==> config.mk <==
export PLATFORM = sky130hd
export DESIGN_NAME = gdfw_ctrl
export DESIGN_NICKNAME = d
export VERILOG_FILES = /design/src/sv/gdfw_pkg.sv /design/src/sv/gdfw_ctrl.sv
export SDC_FILE = /design/constraint.sdc
export NUM_CORES = 1
export LEC_CHECK = 0
export BUFFER_PORTS_ARGS = -buffer_cell sky130_fd_sc_hd__buf_2
export CAP_MARGIN = 5
export CORE_MARGIN = 2
export CORE_UTILIZATION = 30
export CTS_CLUSTER_SIZE = 10
export DETAILED_ROUTE_END_ITERATION = 12
export SYNTH_ARGS = -nofsm -noshare
export SYNTH_HDL_FRONTEND = slang
export SYNTH_SLANG_ARGS = --single-unit
==> constraint.sdc <==
create_clock -name clk -period 2.1 [get_ports clk]
set_clock_uncertainty 0.2 [all_clocks]
set_input_delay 0.105 -clock clk [delete_from_list [all_inputs] [get_ports clk]]
set_output_delay 0.105 -clock clk [all_outputs]
set_load 0.01 [all_outputs]
==> src/sv/gdfw_pkg.sv <==
package gdfw_pkg;

    localparam int DEF_MAX_NODES   = 64;
    localparam int DEF_MAX_ENTRIES = 256;

    localparam int ID_W        = 6;
    localparam int STACK_SLOTS = 64;
    localparam int STACK_AW    = $clog2(STACK_SLOTS);
    localparam int DEPTH_W     = $clog2(STACK_SLOTS + 1);

    localparam logic [ID_W-1:0] RESULT_LIMIT = 6'd63;

    localparam logic [1:0] OP_ADD    = 2'd0;
    localparam logic [1:0] OP_SEARCH = 2'd1;
    localparam logic [1:0] OP_CLEAR  = 2'd2;

    localparam logic [1:0] KIND_VISIT   = 2'd0;
    localparam logic [1:0] KIND_STORED  = 2'd1;
    localparam logic [1:0] KIND_DROPPED = 2'd2;
    localparam logic [1:0] KIND_CLEARED = 2'd3;

    typedef enum logic [1:0] {
        SRC_RES       = 2'd0,
        SRC_PEND_MID  = 2'd1,
        SRC_PEND_LAST = 2'd2
    } out_src_t;

    typedef struct packed {
        logic     take;
        logic     clear_graph;
        logic     app_a;
        logic     app_b;
        logic     app_swap;
        logic     walk_init;
        logic     head_load;
        logic     step_pop;
        logic     step_read;
        logic     pop_load;
        logic     check_adv;
        logic     out_load;
        out_src_t out_src;
    } cmd_t;

    typedef struct packed {
        logic edge_ok;
        logic start_ok;
        logic depth_zero;
        logic depth_one;
        logic link_null;
        logic visit_ok;
        logic out_free;
    } sts_t;

endpackage

==> src/sv/gdfw_ctrl.sv <==
module gdfw_ctrl
    import gdfw_pkg::*;
(
    input  logic       clk,
    input  logic       rst_n,
    input  logic       req_valid,
    output logic       req_stall,
    input  logic [1:0] operation,
    input  sts_t       sts,
    output cmd_t       cmd
);

    typedef enum logic [10:0] {
        S_IDLE  = 11'b000_0000_0001,
        S_APA   = 11'b000_0000_0010,
        S_APB   = 11'b000_0000_0100,
        S_APA2  = 11'b000_0000_1000,
        S_APB2  = 11'b000_0001_0000,
        S_EMIT  = 11'b000_0010_0000,
        S_HEAD  = 11'b000_0100_0000,
        S_STEP  = 11'b000_1000_0000,
        S_POP   = 11'b001_0000_0000,
        S_CHECK = 11'b010_0000_0000,
        S_FLUSH = 11'b100_0000_0000
    } state_t;

    state_t state_reg, state_next;

    assign req_stall = (state_reg != S_IDLE);

    always_comb
    begin
        state_next  = state_reg;
        cmd         = '0;
        cmd.out_src = SRC_RES;
        case (state_reg)
            S_IDLE:
            begin
                if (req_valid)
                begin
                    case (operation)
                        OP_ADD:
                        begin
                            cmd.take   = 1'b1;
                            state_next = sts.edge_ok ? S_APA : S_EMIT;
                        end
                        OP_SEARCH:
                        begin
                            cmd.walk_init = 1'b1;
                            state_next    = sts.start_ok ? S_HEAD : S_IDLE;
                        end
                        OP_CLEAR:
                        begin
                            cmd.take        = 1'b1;
                            cmd.clear_graph = 1'b1;
                            state_next      = S_EMIT;
                        end
                        default:
                        begin
                            state_next = S_IDLE;
                        end
                    endcase
                end
            end
            S_APA:
            begin
                cmd.app_a  = 1'b1;
                state_next = S_APB;
            end
            S_APB:
            begin
                cmd.app_b  = 1'b1;
                state_next = S_APA2;
            end
            S_APA2:
            begin
                cmd.app_a    = 1'b1;
                cmd.app_swap = 1'b1;
                state_next   = S_APB2;
            end
            S_APB2:
            begin
                cmd.app_b    = 1'b1;
                cmd.app_swap = 1'b1;
                state_next   = S_EMIT;
            end
            S_EMIT:
            begin
                if (sts.out_free)
                begin
                    cmd.out_load = 1'b1;
                    cmd.out_src  = SRC_RES;
                    state_next   = S_IDLE;
                end
            end
            S_HEAD:
            begin
                cmd.head_load = 1'b1;
                state_next    = S_STEP;
            end
            S_STEP:
            begin
                if (sts.depth_zero)
                begin
                    state_next = S_FLUSH;
                end
                else if (sts.link_null)
                begin
                    cmd.step_pop = 1'b1;
                    state_next   = sts.depth_one ? S_STEP : S_POP;
                end
                else
                begin
                    cmd.step_read = 1'b1;
                    state_next    = S_CHECK;
                end
            end
            S_POP:
            begin
                cmd.pop_load = 1'b1;
                state_next   = S_STEP;
            end
            S_CHECK:
            begin
                if (!sts.visit_ok)
                begin
                    cmd.check_adv = 1'b1;
                    state_next    = S_STEP;
                end
                else if (sts.out_free)
                begin
                    cmd.check_adv = 1'b1;
                    cmd.out_load  = 1'b1;
                    cmd.out_src   = SRC_PEND_MID;
                    state_next    = S_HEAD;
                end
            end
            S_FLUSH:
            begin
                if (sts.out_free)
                begin
                    cmd.out_load = 1'b1;
                    cmd.out_src  = SRC_PEND_LAST;
                    state_next   = S_IDLE;
                end
            end
            default:
            begin
                state_next = S_IDLE;
            end
        endcase
    end

    always_ff @(posedge clk or negedge rst_n)
    begin
        if (!rst_n)
        begin
            state_reg <= S_IDLE;
        end
        else
        begin
            state_reg <= state_next;
        end
    end

endmodule

After elaboration in Yosys (flattened, before gate mapping)
Index checks and enable logic that the tools add are counted.
{ "totals": {"ff_bits": 11, "input_bits": 12, "elab_cells": 60} }
{ "op_classes": {"n_eq_ne": 17, "muxes": 34, "n_reduce_logical": 8} }
{ "op_table": {"columns": ["operator", "count"], "rows": [
  ["11-bit case mux with 9 select lines", 1],
  ["11-bit two-way mux", 5],
  ["7-bit case mux with 3 select lines", 1],
  ["1-bit two-way mux", 14],
  ["2-bit OR reduction", 6],
  ["11-bit by 1-bit == test with 1-bit output (second input constant)", 1],
  ["11-bit by 10-bit == test with 1-bit output (second input constant)", 1],
  ["11-bit == test (second input constant)", 1],
  ["11-bit by 2-bit == test with 1-bit output (second input constant)", 1],
  ["11-bit by 3-bit == test with 1-bit output (second input constant)", 1],
  ["11-bit by 4-bit == test with 1-bit output (second input constant)", 1],
  ["11-bit by 5-bit == test with 1-bit output (second input constant)", 1],
  ["11-bit by 6-bit == test with 1-bit output (second input constant)", 1],
  ["11-bit by 7-bit == test with 1-bit output (second input constant)", 1],
  ["11-bit by 8-bit == test with 1-bit output (second input constant)", 1],
  ["11-bit by 9-bit == test with 1-bit output (second input constant)", 1],
  ["11-bit by 1-bit inequality test with 1-bit output (second input constant)", 1],
  ["10-bit two-way mux", 1],
  ["3-bit two-way mux", 3],
  ["9-bit two-way mux", 1],
  ["3-bit case mux with 3 select lines", 1],
  ["2-bit two-way mux", 4],
  ["7-bit two-way mux", 1],
  ["6-bit two-way mux", 1],
  ["8 further kinds", 8]
]} }

Depth between registers and ports, before layout
{ "depth": {"word_depth": 5, "depth_mapped": 6, "depth_no_buf": 5} }

Least setup slack after synthesis
No wires, ideal clock.
{ "synth_timing": {"path_kind": "flip-flop to flip-flop", "startpoint": "register state_reg[5]", "endpoint": "register state_reg[5]", "setup_time_ps": 125, "arrival_ps": 1889, "t_required_ps": 1775, "setup_slack_ps": -114, "path_stages_with_launch": 6, "n_path_buf": 0, "period_less_slack_ps": 2214, "cell_sequence": "dfrtp_1 or4_4 nor4b_2 o21ai_1 o21ai_0 mux2_2"} }
{ "synth_via": {"elab_chain_len": 4, "word_cells_on_any_way": 18, "classes_between": "eq/ne: 14; mux: 1; reduce/logical: 3"} }
{ "synth_rtl": {"columns": ["item", "line", "rtl"], "rows": [
  ["start: declaration", "gdfw_ctrl.sv:27", "state_t state_reg, state_next;"],
  ["start signal: assignment", "gdfw_ctrl.sv:162", "state_reg <= state_next;"],
  ["11-bit == test / 11-bit by 6-bit == test with 1-bit output (equally long branches)", "gdfw_ctrl.sv:36", "case (state_reg)"],
  ["2-bit OR reduction (no source line)", null, null],
  ["2-bit by 1-bit inequality test with 1-bit output (no source line)", null, null],
  ["3-bit AND reduction (no source line)", null, null]
]} }
Parallel ways exist; a longest one is shown, timed or not.
A chain may end at the register's enable or synchronous reset.

==> impl_results.md <==
- Io pins: 27
- Simple-gate share of the synthesized area: 43.2%
- Initial drt markers: 21
- Row cnt: 18
- Slew at the pin closest to its max-slew limit: 0.422 ns
- DRT Pass-1 Iters: 4
- Clock power frac: 11.3%
- WS Path Type: flip-flop to output pin
- Switching share of power: 38.4%
- Internal: 0.000753 W
- Post-synthesis cell type count: 39
- Largest net degree at the start of global routing: 12
- CTS Buffer Depth: 2
- GR Util All Layers: 17.0%
- Final net count: 171
- Post-synthesis mux area share: 1.37%
- CP max-delay cell: or4_4
- Crit share post-route: 114%
- Routed WL: 2710 um
- DRC violation count after routing: 0
- Insertion delay to the later sink of the worst-skew pair: 0.26 ns
- GR Overflow Total: 0
- Root Driver: clkbuf_4
- FFs w/ async S/R, synth: 100%
- Post-synth EDFFs: 0
- Register bit total from synthesis: 11
- Critical path depth in cells: 8
- Register area: 277 sq um
- FMAX: 418 MHz
- Worst vdd ir: 742 uV
- NetSw: 0.000470 W
- Synthesized cell area: 820 sq um
- DR vias: 973
- Final ANT Viol Nets: 0
- CP dominant cell by count: buf_6
- Fillcell total: 232
- Syn-to-layout area delta: 81.8%
- Endpoints failing setup: 16
- Min-Delay Path Class: primary input to async pin
- DIE WIDTH: 56.3 um
- TritonCTS Buffers: 3
- CP Launch Type: flip-flop
- CP max stage delay: 0.58 ns
- Post-DP HPWL: 1870 um
- Post-Synth Adder-Cell Area: 0%
- Violated checks: negative setup slack
- CP top delay family: simple AND/OR/NAND/NOR gates
- Die area: 3170 sq um
- H-Tree Depth: 1
- WP data required: 1.79 ns
- Fin. Hold Viols: 0
- Ant diodes: 0
- Slew headroom: 71.5%
- Max FFs per register: 11
- Worst path arrival time: 2.09 ns
- Slew Limit Fails: 0
- CTS tree: built
- Post-Syn Nets: 106
- Post-synthesis sequential area ratio: 33.7%
- Final core utilization: 59.1%
- Complex-gate fraction of the synthesized area: 15.0%
- Cell area power density: 821 nW/um^2
- Setup slack after layout: -0.292 ns
- IO buf count: 26
- Top FF cell, synth: dfrtp_1
- Max_cap viols: 0
- Synth Area in XOR/XNOR: 3.21%
- Setup crit end: cmd[3]
- Vias/cell: 5.18
- Die height: 56.3 um
- Leak: 0.704 nW
- Buf/Inv on CP: 4
- Wire per inst: 14.4 um
- R2r startpoint: state_reg[5]
- Share of cells above drive strength 1: 54.4%
- First-pass GRT wire length: 4280 um
- Initial antenna violation count: 0
- Main combinational cell family by area after synthesis: simple AND/OR/NAND/NOR gates
- Vias in the first global route: 977
- Cell count after synthesis: 94
- GPL Wtd Cong: 0.891
- Cells along the critical path: or4_4, buf_6, buf_4, nor2_4, nand3_2, buf_6, a21oi_2, buf_2
- Multi-input logic area: 664 sq um
- Reg2reg end: state_reg[5]
- Worst Setup SP: state_reg[5]
- Hold Slack: 0.0395 ns
- Most common cell after layout, fill and taps aside: buf_2
- Mapped Avg Cell Area: 8.72 sq um
- TritonCTS Sinks: 11
- Seq pwr share: 20.7%
- Combinational group share of total power: 68.0%
- Worst r2r path cells: 7
- Status: finished with violations
- R2R Setup Slk: -0.19 ns
- Min Clock Period, post-route: 2.39 ns
- Commonest non-fill, non-tap cells in the layout: buf_2, buf_4, dfrtp_1
- Core box area: 2520 sq um
- Crit path max fanout: 3
- Worst setup EP type: output pin
- Initial core utilization: 32.5%
- RSZ-0062 raised after global routing: yes
- Synth warnings: 0
- Total power: 0.00122 W
- Clock Pin Slew Worst Setup and Hold Paths: 0.07 ns
==> cells in the mapped netlist (3+ instances only) <==
cell	instances	area [sq um]
a21oi_1	4	20.0
and3_1	4	25.0
dfrtp_1	10	250
inv_1	3	11.3
nand2_1	3	11.3
nand2b_1	3	18.8
nor2_1	8	30.0
nor3_1	8	40.0
nor4_1	4	25.0
o21ai_0	5	25.0
==> routing by layer <==
layer / global-route usage (%) / vias up / routed length [um] / share of wire (%)
li1: - / 480 / - / -
met1: 20.2 / 477 / 1180 / 44
met2: 30.6 / 14 / 1460 / 54
met3: 0.922 / 2 / 40 / 1.5
met4: 8.84 / 0 / 30 / 1.1
met5: 0 / - / 0 / 0
==> what timing repair did <==
action	4_1_cts	5_1_grt
setup endpoints to repair	15	19
resized for setup	21	11
setup buffers	10	2
pin swaps	7	4
hold endpoints to repair	17	0
hold buffers	8	0
==> layout make-up <==
cell class | count | share of cell area (%)
Clock buffer | 4 | 1.76
Inverter | 3 | 0.756
Multi-Input combinational cell | 76 | 44.6
Sequential cell | 11 | 18.6
Tap cell | 30 | 2.52
Timing Repair Buffer | 64 | 31.8
==> power groups by stage <==
stage	clock network, W	registers [W]	logic (W)
floorplan	0	0.000256	0.000312
global placement	0	0.000257	0.000507
detailed placement	0	0.000256	0.000513
CTS	0.000146	0.000252	0.000736
global route	0.000161	0.000258	0.000881
finish	0.000138	0.000254	0.000831
==> cells by family (layout without fill, tap and decap cells) <==
logic type | Yosys count | after routing
compound gates | 19 | 19
buf+inv | 7 | 71
mux | 1 | 1
simple gates | 53 | 53
xor+xnor | 3 | 3
flops | 11 | 11
==> per-stage QoR <==
stage               TNS (ns)  instances  area (sq um)  worst slack (ns)
floorplan             -0.105         94           847           -0.0617
finish                 -3.25        188          1490            -0.292
global placement      -0.206        164          1130            -0.142
global route           -4.64        188          1490            -0.368
CTS                    -2.61        186          1420            -0.275
detailed placement    -0.395        164          1130            -0.149
==> worst min path at each step <==
stage	start	end	slack, ns	depth (start not counted)
3_5_place_dp	rst_n	state_reg[9]	-0.22	1
2_1_floorplan	rst_n	state_reg[10]	-0.39	0
4_1_cts	rst_n	state_reg[9]	0.03	2
6_report	rst_n	state_reg[9]	0.04	2
3_3_place_gp	rst_n	state_reg[8]	-0.22	1
5_1_grt	req_valid	state_reg[0]	0.04	3
Note: power is estimated with default switching activity, not from simulation.
